<file path="src/hdl/bsab_pkg.sv">
// bsab_pkg: shared types, constants and helpers of the brush stamp alpha blender
// no dependencies; used by the channel interfaces and by brush_stamp_alpha_blend
`default_nettype none

package bsab_pkg;

    // brush geometry
    localparam int MAX_RADIUS = 63;
    localparam int FRAC_BITS  = 4;

    // field widths
    localparam int OFS_W    = 12;
    localparam int CHAN_W   = 8;
    localparam int RADIUS_W = 10;

    // apb port
    localparam int APB_DATA_W = 32;
    localparam int APB_ADDR_W = 5;
    localparam int REG_IDX_W  = 3;

    // register indexes
    localparam logic [REG_IDX_W-1:0] REG_BRUSH_RED   = 3'd0;
    localparam logic [REG_IDX_W-1:0] REG_BRUSH_GREEN = 3'd1;
    localparam logic [REG_IDX_W-1:0] REG_BRUSH_BLUE  = 3'd2;
    localparam logic [REG_IDX_W-1:0] REG_BRUSH_ALPHA = 3'd3;
    localparam logic [REG_IDX_W-1:0] REG_RADIUS_Q4   = 3'd4;

    // register reset values
    localparam logic [CHAN_W-1:0]   BRUSH_ALPHA_RST = 8'd255;
    localparam logic [RADIUS_W-1:0] RADIUS_RST      = 10'd16;

    typedef struct packed {
        logic signed [OFS_W-1:0] offset_x_q4;
        logic signed [OFS_W-1:0] offset_y_q4;
        logic [CHAN_W-1:0]       back_red;
        logic [CHAN_W-1:0]       back_green;
        logic [CHAN_W-1:0]       back_blue;
        logic [CHAN_W-1:0]       back_alpha;
    } in_item_t;

    typedef struct packed {
        logic [CHAN_W-1:0] out_red;
        logic [CHAN_W-1:0] out_green;
        logic [CHAN_W-1:0] out_blue;
        logic [CHAN_W-1:0] out_alpha;
        logic              touched;
    } out_item_t;

    // rgba quad, red in element 0
    typedef logic [3:0][CHAN_W-1:0] rgba_t;

    // floor(x / 255), exact for x up to 255 * 255
    function automatic logic [CHAN_W-1:0] div255(input logic [2*CHAN_W-1:0] x);
        logic [2*CHAN_W:0] t;
        t = (2*CHAN_W+1)'(x) + (2*CHAN_W+1)'(x[2*CHAN_W-1:CHAN_W]) + (2*CHAN_W+1)'(1);
        return t[2*CHAN_W-1:CHAN_W];
    endfunction

endpackage

`default_nettype wire

</file>
<file path="src/hdl/bsab_if.sv">
// bsab_in_if / bsab_out_if: valid-ready channels for pixel items in and out
// depends on bsab_pkg for the item types
`default_nettype none

interface bsab_in_if;
    import bsab_pkg::*;

    logic     valid;
    logic     ready;
    in_item_t data;

    modport source (output valid, output data, input ready);
    modport sink   (input valid, input data, output ready);
endinterface

interface bsab_out_if;
    import bsab_pkg::*;

    logic      valid;
    logic      ready;
    out_item_t data;

    modport source (output valid, output data, input ready);
    modport sink   (input valid, input data, output ready);
endinterface

`default_nettype wire

</file>
<file path="src/hdl/brush_stamp_alpha_blend.sv">
// brush_stamp_alpha_blend: antialiased disc brush blended onto rgba8 frame pixels
// depends on bsab_pkg and on the bsab_in_if / bsab_out_if channel interfaces
`default_nettype none

// One frame pixel item goes in and one blended pixel item comes out per cycle
// while the output takes items. Its stages: squares, radicand, square root (one
// result bit per stage), excess, coverage, product, weight, blend products, output.
// Throughput is one item per clock: the whole pipeline moves whenever its last
// stage is empty or the output side takes the item, so pix_in.ready only drops
// while a finished item waits at the output. The distance is floor(256 * d) from an
// exact integer root, coverage is 255 * (1 - clamp(d - radius, 0, 1)) truncated,
// and brush_alpha scales it into the foreground weight. A full weight writes the
// brush colour with brush_alpha as alpha; zero coverage passes the pixel with
// touched low. The radius saturates at MAX_RADIUS pixels. Registers sit on an apb
// port at byte offsets 0, 4, 8, 12, 16 (red, green, blue, alpha, radius); they
// should only be written while no item is in flight.
module brush_stamp_alpha_blend (
    input  wire logic                            clk,
    input  wire logic                            rst_n,
    bsab_in_if.sink                              pix_in,
    bsab_out_if.source                           pix_out,
    input  wire logic                            psel,
    input  wire logic                            penable,
    input  wire logic                            pwrite,
    input  wire logic [bsab_pkg::APB_ADDR_W-1:0] paddr,
    input  wire logic [bsab_pkg::APB_DATA_W-1:0] pwdata,
    output logic      [bsab_pkg::APB_DATA_W-1:0] prdata,
    output logic                                 pready
);
    import bsab_pkg::*;

    // squared distance and root widths
    localparam int SQ_W       = 2*OFS_W - 1;              // one square
    localparam int SUM_W      = SQ_W + 1;                 // sum of two squares
    localparam int ROOT_SHIFT = 16 - 2*FRAC_BITS;         // to 16 fraction bits
    localparam int RAD_W      = SUM_W + ROOT_SHIFT;       // radicand
    localparam int ROOT_W     = RAD_W / 2;                // distance in q8
    localparam int REM_W      = ROOT_W + 2;
    localparam int R8_W       = RADIUS_W + 8 - FRAC_BITS;
    localparam int CMP_W      = ((ROOT_W > R8_W) ? ROOT_W : R8_W) + 1;
    localparam int E_W        = 9;                        // excess 0..256
    localparam int PROD_W     = 2*CHAN_W;

    localparam logic [RADIUS_W-1:0] RMAX = RADIUS_W'(MAX_RADIUS << FRAC_BITS);
    localparam logic [E_W-1:0]      E_FULL = 9'd256;

    // pipeline stage indexes
    localparam int ST_SQ   = 0;
    localparam int ST_ROOT = ST_SQ + 1 + ROOT_W;
    localparam int ST_E    = ST_ROOT + 1;
    localparam int ST_COV  = ST_E + 1;
    localparam int ST_CA   = ST_COV + 1;
    localparam int ST_FG   = ST_CA + 1;
    localparam int ST_PR   = ST_FG + 1;
    localparam int ST_OUT  = ST_PR + 1;

    // ---------------------------------------------------------------------
    // configuration registers
    // ---------------------------------------------------------------------
    logic [CHAN_W-1:0]    brush_red_reg;
    logic [CHAN_W-1:0]    brush_green_reg;
    logic [CHAN_W-1:0]    brush_blue_reg;
    logic [CHAN_W-1:0]    brush_alpha_reg;
    logic [RADIUS_W-1:0]  radius_q4_reg;
    logic                 cfg_wr;
    logic [REG_IDX_W-1:0] cfg_idx;

    assign pready  = 1'b1;
    assign cfg_idx = paddr[APB_ADDR_W-1:2];
    assign cfg_wr  = psel && penable && pwrite && pready;

    always_ff @(posedge clk or negedge rst_n)
    begin
        if (!rst_n)
        begin
            brush_red_reg   <= '0;
            brush_green_reg <= '0;
            brush_blue_reg  <= '0;
            brush_alpha_reg <= BRUSH_ALPHA_RST;
            radius_q4_reg   <= RADIUS_RST;
        end
        else if (cfg_wr)
        begin
            unique case (cfg_idx)
                REG_BRUSH_RED:   brush_red_reg   <= pwdata[CHAN_W-1:0];
                REG_BRUSH_GREEN: brush_green_reg <= pwdata[CHAN_W-1:0];
                REG_BRUSH_BLUE:  brush_blue_reg  <= pwdata[CHAN_W-1:0];
                REG_BRUSH_ALPHA: brush_alpha_reg <= pwdata[CHAN_W-1:0];
                REG_RADIUS_Q4:   radius_q4_reg   <= pwdata[RADIUS_W-1:0];
                default:         ; // unmapped offsets drop the write
            endcase
        end
    end

    always_comb
    begin
        unique case (cfg_idx)
            REG_BRUSH_RED:   prdata = APB_DATA_W'(brush_red_reg);
            REG_BRUSH_GREEN: prdata = APB_DATA_W'(brush_green_reg);
            REG_BRUSH_BLUE:  prdata = APB_DATA_W'(brush_blue_reg);
            REG_BRUSH_ALPHA: prdata = APB_DATA_W'(brush_alpha_reg);
            REG_RADIUS_Q4:   prdata = APB_DATA_W'(radius_q4_reg);
            default:         prdata = '0;
        endcase
    end

    // ---------------------------------------------------------------------
    // pipeline control: one enable for every stage
    // ---------------------------------------------------------------------
    logic [ST_OUT:0] valid_reg;
    logic            en;

    assign en           = !valid_reg[ST_OUT] || pix_out.ready;
    assign pix_in.ready = en;

    always_ff @(posedge clk or negedge rst_n)
    begin
        if (!rst_n)
            valid_reg <= '0;
        else if (en)
            valid_reg <= {valid_reg[ST_OUT-1:0], pix_in.valid};
    end

    // background pixel travels alongside the math
    rgba_t back_reg [0:ST_OUT-1];

    always_ff @(posedge clk)
    begin
        if (en)
        begin
            back_reg[0] <= {pix_in.data.back_alpha, pix_in.data.back_blue,
                            pix_in.data.back_green, pix_in.data.back_red};
            for (int k = 1; k < ST_OUT; k++)
                back_reg[k] <= back_reg[k-1];
        end
    end

    // ---------------------------------------------------------------------
    // stage 0: squares of the offsets
    // ---------------------------------------------------------------------
    logic signed [2*OFS_W-1:0] prod_x;
    logic signed [2*OFS_W-1:0] prod_y;
    logic [SQ_W-1:0]           sq_x_reg;
    logic [SQ_W-1:0]           sq_y_reg;

    assign prod_x = pix_in.data.offset_x_q4 * pix_in.data.offset_x_q4;
    assign prod_y = pix_in.data.offset_y_q4 * pix_in.data.offset_y_q4;

    always_ff @(posedge clk)
    begin
        if (en)
        begin
            sq_x_reg <= prod_x[SQ_W-1:0];
            sq_y_reg <= prod_y[SQ_W-1:0];
        end
    end

    // ---------------------------------------------------------------------
    // square root: one result bit per stage, remainder form
    // ---------------------------------------------------------------------
    logic [RAD_W-1:0]  sq_rad_reg  [0:ROOT_W];
    logic [REM_W-1:0]  sq_rem_reg  [0:ROOT_W];
    logic [ROOT_W-1:0] sq_root_reg [0:ROOT_W];
    logic [SUM_W-1:0]  dist_sum;

    assign dist_sum = SUM_W'(sq_x_reg) + SUM_W'(sq_y_reg);

    always_ff @(posedge clk)
    begin
        if (en)
        begin
            sq_rad_reg[0]  <= RAD_W'(dist_sum) << ROOT_SHIFT;
            sq_rem_reg[0]  <= '0;
            sq_root_reg[0] <= '0;
        end
    end

    for (genvar gi = 0; gi < ROOT_W; gi++)
    begin : g_sqrt
        logic [REM_W+1:0] trial;
        logic [REM_W+1:0] test;

        assign trial = {sq_rem_reg[gi], sq_rad_reg[gi][RAD_W-1 -: 2]};
        assign test  = (REM_W+2)'({sq_root_reg[gi], 2'b01});

        always_ff @(posedge clk)
        begin
            if (en)
            begin
                sq_rad_reg[gi+1] <= sq_rad_reg[gi] << 2;
                if (trial >= test)
                begin
                    sq_rem_reg[gi+1]  <= REM_W'(trial - test);
                    sq_root_reg[gi+1] <= {sq_root_reg[gi][ROOT_W-2:0], 1'b1};
                end
                else
                begin
                    sq_rem_reg[gi+1]  <= trial[REM_W-1:0];
                    sq_root_reg[gi+1] <= {sq_root_reg[gi][ROOT_W-2:0], 1'b0};
                end
            end
        end
    end

    // ---------------------------------------------------------------------
    // excess distance beyond the radius, clamped to one pixel
    // ---------------------------------------------------------------------
    logic [RADIUS_W-1:0] rad_sat;
    logic [CMP_W-1:0]    d8_ext;
    logic [CMP_W-1:0]    r8_ext;
    logic [CMP_W-1:0]    excess;
    logic [E_W-1:0]      e_next;
    logic [E_W-1:0]      e_reg;

    assign rad_sat = (radius_q4_reg > RMAX) ? RMAX : radius_q4_reg;
    assign d8_ext  = CMP_W'(sq_root_reg[ROOT_W]);
    assign r8_ext  = CMP_W'(rad_sat) << (8 - FRAC_BITS);
    assign excess  = d8_ext - r8_ext;

    always_comb
    begin
        priority if (d8_ext <= r8_ext)
            e_next = '0;
        else if (excess > CMP_W'(E_FULL))
            e_next = E_FULL;
        else
            e_next = excess[E_W-1:0];
    end

    always_ff @(posedge clk)
    begin
        if (en)
            e_reg <= e_next;
    end

    // ---------------------------------------------------------------------
    // coverage = (255 * (256 - e)) >> 8
    // ---------------------------------------------------------------------
    logic [E_W-1:0]      in_frac;
    logic [E_W+CHAN_W-1:0] cov_full;
    logic [CHAN_W-1:0]   cov_reg;
    logic                hit_cov_reg;

    assign in_frac  = E_FULL - e_reg;
    assign cov_full = ((E_W+CHAN_W)'(in_frac) << CHAN_W) - (E_W+CHAN_W)'(in_frac);

    always_ff @(posedge clk)
    begin
        if (en)
        begin
            cov_reg     <= cov_full[E_W+CHAN_W-2:CHAN_W];
            hit_cov_reg <= (cov_full[E_W+CHAN_W-2:CHAN_W] != '0);
        end
    end

    // ---------------------------------------------------------------------
    // foreground weight = cov * alpha / 255
    // ---------------------------------------------------------------------
    logic [PROD_W-1:0] ca_reg;
    logic              hit_ca_reg;
    logic [CHAN_W-1:0] fg_reg;
    logic              hit_fg_reg;

    always_ff @(posedge clk)
    begin
        if (en)
        begin
            ca_reg     <= PROD_W'(cov_reg) * PROD_W'(brush_alpha_reg);
            hit_ca_reg <= hit_cov_reg;
            fg_reg     <= div255(ca_reg);
            hit_fg_reg <= hit_ca_reg;
        end
    end

    // ---------------------------------------------------------------------
    // blend products, four channels
    // ---------------------------------------------------------------------
    rgba_t             fore;
    logic [CHAN_W-1:0] inv_fg;
    logic [PROD_W-1:0] fore_prod_reg [0:3];
    logic [PROD_W-1:0] back_prod_reg [0:3];
    logic              full_pr_reg;
    logic              hit_pr_reg;

    assign fore   = {brush_alpha_reg, brush_blue_reg, brush_green_reg, brush_red_reg};
    assign inv_fg = 8'd255 - fg_reg;

    always_ff @(posedge clk)
    begin
        if (en)
        begin
            for (int c = 0; c < 4; c++)
            begin
                fore_prod_reg[c] <= PROD_W'(fore[c]) * PROD_W'(fg_reg);
                back_prod_reg[c] <= PROD_W'(back_reg[ST_FG][c]) * PROD_W'(inv_fg);
            end
            full_pr_reg <= (fg_reg == 8'd255);
            hit_pr_reg  <= hit_fg_reg;
        end
    end

    // ---------------------------------------------------------------------
    // output register: divide, then choose pass, brush or blend
    // ---------------------------------------------------------------------
    rgba_t             mix;
    rgba_t             pick;
    logic [PROD_W:0]   mix_sum [0:3];
    out_item_t         out_reg;

    always_comb
    begin
        for (int c = 0; c < 4; c++)
        begin
            // sum stays at or below 255 * 255
            mix_sum[c] = (PROD_W+1)'(fore_prod_reg[c]) + (PROD_W+1)'(back_prod_reg[c]);
            mix[c]     = div255(mix_sum[c][PROD_W-1:0]);
        end
        priority if (!hit_pr_reg)
            pick = back_reg[ST_PR];
        else if (full_pr_reg)
            pick = fore;
        else
            pick = mix;
    end

    always_ff @(posedge clk)
    begin
        if (en)
        begin
            out_reg.out_red   <= pick[0];
            out_reg.out_green <= pick[1];
            out_reg.out_blue  <= pick[2];
            out_reg.out_alpha <= pick[3];
            out_reg.touched   <= hit_pr_reg;
        end
    end

    assign pix_out.valid = valid_reg[ST_OUT];
    assign pix_out.data  = out_reg;

    // ---------------------------------------------------------------------
    // assertions
    // ---------------------------------------------------------------------

    // zero coverage must give zero weight
    a_no_fg_without_cov: assert property (@(posedge clk) disable iff (!rst_n)
        valid_reg[ST_FG] && !hit_fg_reg |-> fg_reg == '0)
        else $error("foreground weight without coverage");

    // a pixel inside the radius is fully covered
    a_inside_full_cov: assert property (@(posedge clk) disable iff (!rst_n)
        en && valid_reg[ST_E] && e_reg == '0 |=> cov_reg == 8'd255)
        else $error("inside pixel lost coverage");

    // a stalled result keeps its slot and its touched flag
    a_stall_keeps: assert property (@(posedge clk) disable iff (!rst_n)
        valid_reg[ST_OUT] && !pix_out.ready |=> valid_reg[ST_OUT] && $stable(out_reg))
        else $error("stalled output changed");

    // a bubble at the output never blocks the input side
    a_bubble_no_stall: assert property (@(posedge clk) disable iff (!rst_n)
        !valid_reg[ST_OUT] |-> pix_in.ready)
        else $error("input stalled behind an empty output");

endmodule

`default_nettype wire

</file>
<file path="src/flat_wrapper.sv">
// flat-port wrapper written by rule: the top's interface ports become plain ports
module brush_stamp_alpha_blend_flat import bsab_pkg::*;
  (clk, rst_n, psel, penable, pwrite, paddr, pwdata, prdata, pready, pix_in_valid, pix_in_data, pix_in_ready, pix_out_valid, pix_out_data, pix_out_ready);
  bsab_in_if pix_in_i ();
  bsab_out_if pix_out_i ();
  input  wire logic clk;
  input  wire logic rst_n;
  input  wire logic psel;
  input  wire logic penable;
  input  wire logic pwrite;
  input  wire logic [bsab_pkg::APB_ADDR_W-1:0] paddr;
  input  wire logic [bsab_pkg::APB_DATA_W-1:0] pwdata;
  output logic      [bsab_pkg::APB_DATA_W-1:0] prdata;
  output logic pready;
  input wire logic [$bits(pix_in_i.valid)-1:0] pix_in_valid;
  input wire logic [$bits(pix_in_i.data)-1:0] pix_in_data;
  output wire logic [$bits(pix_in_i.ready)-1:0] pix_in_ready;
  output wire logic [$bits(pix_out_i.valid)-1:0] pix_out_valid;
  output wire logic [$bits(pix_out_i.data)-1:0] pix_out_data;
  input wire logic [$bits(pix_out_i.ready)-1:0] pix_out_ready;
  assign pix_in_i.valid = pix_in_valid;
  assign pix_in_i.data = pix_in_data;
  assign pix_in_ready = pix_in_i.ready;
  assign pix_out_valid = pix_out_i.valid;
  assign pix_out_data = pix_out_i.data;
  assign pix_out_i.ready = pix_out_ready;
  brush_stamp_alpha_blend u_core (.clk(clk), .rst_n(rst_n), .pix_in(pix_in_i), .pix_out(pix_out_i), .psel(psel), .penable(penable), .pwrite(pwrite), .paddr(paddr), .pwdata(pwdata), .prdata(prdata), .pready(pready));
endmodule
</file>
<file path="config.mk">
export PLATFORM = sky130hd
export DESIGN_NAME = brush_stamp_alpha_blend_flat
export DESIGN_NICKNAME = d
export VERILOG_FILES = /design/src/hdl/bsab_pkg.sv /design/src/hdl/bsab_if.sv /design/src/hdl/brush_stamp_alpha_blend.sv /design/src/flat_wrapper.sv
export SDC_FILE = /design/constraint.sdc
export NUM_CORES = 2
export LEC_CHECK = 0
export ABC_AREA = 1
export BUFFER_PORTS_ARGS = -buffer_cell sky130_fd_sc_hd__buf_2
export CORE_MARGIN = 2
export CORE_UTILIZATION = 58
export DETAILED_ROUTE_END_ITERATION = 16
export GPL_ROUTABILITY_DRIVEN = 0
export PLACE_DENSITY_LB_ADDON = 0.25
export SLEW_MARGIN = 5
export SYNTH_ARGS = -nofsm -noshare
export SYNTH_HDL_FRONTEND = slang
export SYNTH_SLANG_ARGS = --single-unit
export TNS_END_PERCENT = 100
</file>
<file path="constraint.sdc">
create_clock -name clk -period 57.6 [get_ports clk]
set_input_delay 11.52 -clock clk [delete_from_list [all_inputs] [get_ports clk]]
set_output_delay 11.52 -clock clk [all_outputs]
set_load 0.005 [all_outputs]
</file>
==> results by group <==
Routing
  • Drt first pass iters: 7
  • DR WL/cell: 15.69 um
  • Residual DRC: 0
  • Overall routed net length: 177,900 um
  • Antenna Violating Nets Remaining: 0
  • Via density: roughly 5.3
  • First-iteration detailed-routing DRC count: around 4.1k
  • Via count: roughly 60k

Global route
  • Initial antenna violation count: 3
  • Grt total ovfl: 0
  • Largest net degree at the start of global routing: roughly 210
  • First-pass GRT wire length: 294,900 um
  • Vias in the first global route: around 61k
  • Aggregate global-route resource usage: between 20% and 30%

Finish
  • FF/Latch Area: about 0.047 mm^2
  • Area of the multi-input gates: between 0.04 and 0.05 mm^2
  • Post-route cell area: just over 0.1 mm^2
  • Nets: around 10k
  • Most frequent cells in the layout: 1,816 x nand2_1, 1,643 x inv_1, 1,525 x edfxtp_1
  • Max reg flops: 736
  • Share of layout cells above drive strength 1: between 5 and 6%
  • Fill cells: 12.42k
  • Most common cell after layout, fill and taps aside: nand2_1
  • Area delta synth->final: 8.502%

Floorplanning
  • Starting density of the core: between 50% and 60%
  • I/O pin total: ~170
  • Die H: about 410 um
  • Core ar.: ~0.16 mm^2
  • Die ar.: 0.1670 mm^2
  • Core Rows: roughly 150
  • Chip Width: 408.7 um

STA
  • Min Tclk post-route: 25.28 ns
  • Skew final: approximately 0.051 ns
  • Worst hold margin: approximately 0.38 ns
  • Worst Max-Slew Pin Slew: approximately 1.2 ns
  • Max frequency: about 40 MHz
  • Relative slew slack: between 20% and 30%
  • Final Hold Fails: 0
  • Max-slew violation count: 0
  • Period utilisation layout: between 40% and 50%
  • Final setup fails: 0
  • Setup_tns: 0 ns
  • RSZ-0062 raised after global routing: no

Clock tree
  • Post_cts resized: 0
  • Latest clock arrival within the worst-skew pair: ~0.8 ns
  • H-tree Lvls: 4
  • Worst-path clk slew: approximately 0.060 ns
  • Sinks on Clock Net: about 1.6k
  • Post-CTS setup buffers: 0
  • CTS tree: built
  • Bufs on Longest Clock Path: 3
  • CTS Buf Count: 160
  • Root buf cell: clkbuf_16
  • # hold bufs at CTS: 0

Synth
  • Dominant synthesized flop cell: edfxtp_1
  • Ys async rst share: slightly above 4%
  • Post-synthesis register bit count: 1,592
  • Synthesis Warnings: 0
  • Mean Syn Cell Area: between 10 and 15 um^2
  • Cell count after synthesis: slightly below 9k
  • Synth area leader: edfxtp_1
  • Post-Syn Area: 0.09499 mm^2
  • Distinct cell type count after synthesis: 72
  • Share of the synthesized area in the top cell type: about half
  • Post-synth EDFFs: approximately 1.5k
  • Synth top area cells: edfxtp_1 48%, fa_1 12%, ha_1 9.3%
  • Seq/Total Area, Yosys: roughly half

Placement
  • Port Buffers: 120
  • HPWL Detailed: 129,300 um
  • DP Area: just under 0.1 mm^2

Critical path
  • Setup CP Type: input pin to output pin
  • Reg2reg start: u_core.fg_reg[5]$_DFFE_PN_
  • Worst R2R End: u_core.back_prod_reg[2][14]$_DFFE_PN_
  • Worst path required time: about 46 ns
  • CP Launch Point: paddr[4]
  • CP Max Fanout: 6
  • Worst reg-to-reg path cell count: 19
  • WP data arrival: 13.76 ns
  • R2r setup slk: roughly 50 ns
  • Worst setup path endpoint: prdata[5]
  • Worst setup EP type: output pin
  • Crit start category: input pin

Job
  • Max cap viols: 0

Worst hold path
  • Worst Hold Depth: 0
  • Hold Path Class: flop to flop

Run status
  • Status: finished, final reports clean
## logic make-up (layout without fill, tap and decap cells)
family / Yosys count / in the layout / share of synthesized area, %
AO/OA/AOI/OAI: 833 / 833 / 4.851
buffers and inverters: 1862 / 2099 / 7.513
XOR/XNOR: 405 / 405 / 3.734
flip-flops: 1592 / 1592 / 49.98
adder cells (fa/ha/maj): 1272 / 1272 / 21.23
other: 2 / 25 / 0.007906
AND/OR/NAND/NOR: 2938 / 2938 / 12.69
## stage by stage
stage | cells | utilization (%) | worst slack, ns
2_1_floorplan | 8925 | - | 12.41
3_5_place_dp | 11050 | 60.08 | 32.45
3_3_place_gp | 11050 | 60.08 | 32.53
6_report | 11340 | 63.32 | 32.32
5_1_grt | 11340 | 63.32 | 32.36
4_1_cts | 11340 | 63.32 | 32.44
## cell usage after synthesis (7+ instances only)
cell type  number
or2_2          11
nand2_2        15
a21o_1         21
dfrtp_1        57
nand3b_1       13
nand2_1      1816
nor3_1         40
xnor2_1       154
buf_4          27
ha_1          706
o21bai_1       17
buf_1          25
o21ai_1        23
xor2_1        251
o21a_1         18
dfstp_2         9
o21ai_2         7
buf_2          16
clkbuf_1      132
a31oi_1        17
edfxtp_1     1525
nand4_1        92
nand3_1       258
a21boi_0        8
o211ai_1       10
o31ai_1         8
a21oi_1       396
fa_1          566
inv_1        1645
nor2_1        615
o21ai_0       260
nor4_1         18
inv_2           8
o2111ai_1      10
nor2_2         10
and2_1         13
## cell type report
cell class	count	share of cell area (%)
Antenna cell	2	0.004856
Clock buffer	195	4.073
Clock inverter	92	1.050
Inverter	1657	6.054
Multi-Input combinational cell	5471	39.25
Sequential cell	1592	46.06
Tap cell	2175	2.640
Timing Repair Buffer	155	0.8619
## layer usage
layer,up-vias,track usage [%],wire length (um)
li1,29160,-,-
met1,28950,27.20,73940
met2,1613,37.13,86720
met3,480,3.221,8942
met4,0,9.753,8277
met5,-,0,0
## how the worst min path moves through the flow
stage | startpoint | to | slack, ns
after CTS | u_core.sq_rad_reg[0][23]$_DFFE_PN_ | u_core.sq_rad_reg[0][55]$_DFFE_PN_ | 0.38
final | u_core.sq_rad_reg[0][23]$_DFFE_PN_ | u_core.sq_rad_reg[0][55]$_DFFE_PN_ | 0.38
after detailed placement | u_core.back_reg[0][70]$_DFFE_PN_ | u_core.back_reg[0][102]$_DFFE_PN_ | 0.40
after floorplan | u_core.back_reg[0][68]$_DFFE_PN_ | u_core.back_reg[0][100]$_DFFE_PN_ | 0.40
after global routing | u_core.sq_rad_reg[0][23]$_DFFE_PN_ | u_core.sq_rad_reg[0][55]$_DFFE_PN_ | 0.39
after global placement | u_core.back_reg[0][20]$_DFFE_PN_ | u_core.back_reg[0][52]$_DFFE_PN_ | 0.40
## worst max-delay path: stages
cell	delay, ns
buf_2	0.16
inv_1	0.05
nor3_1	0.79
inv_1	0.45
nor2_1	0.22
a221oi_1	0.07
o211ai_1	0.28
buf_2	0.22
Power is not shown: default switching activity piles up to over one toggle a cycle in this logic, so the estimate is an artifact.
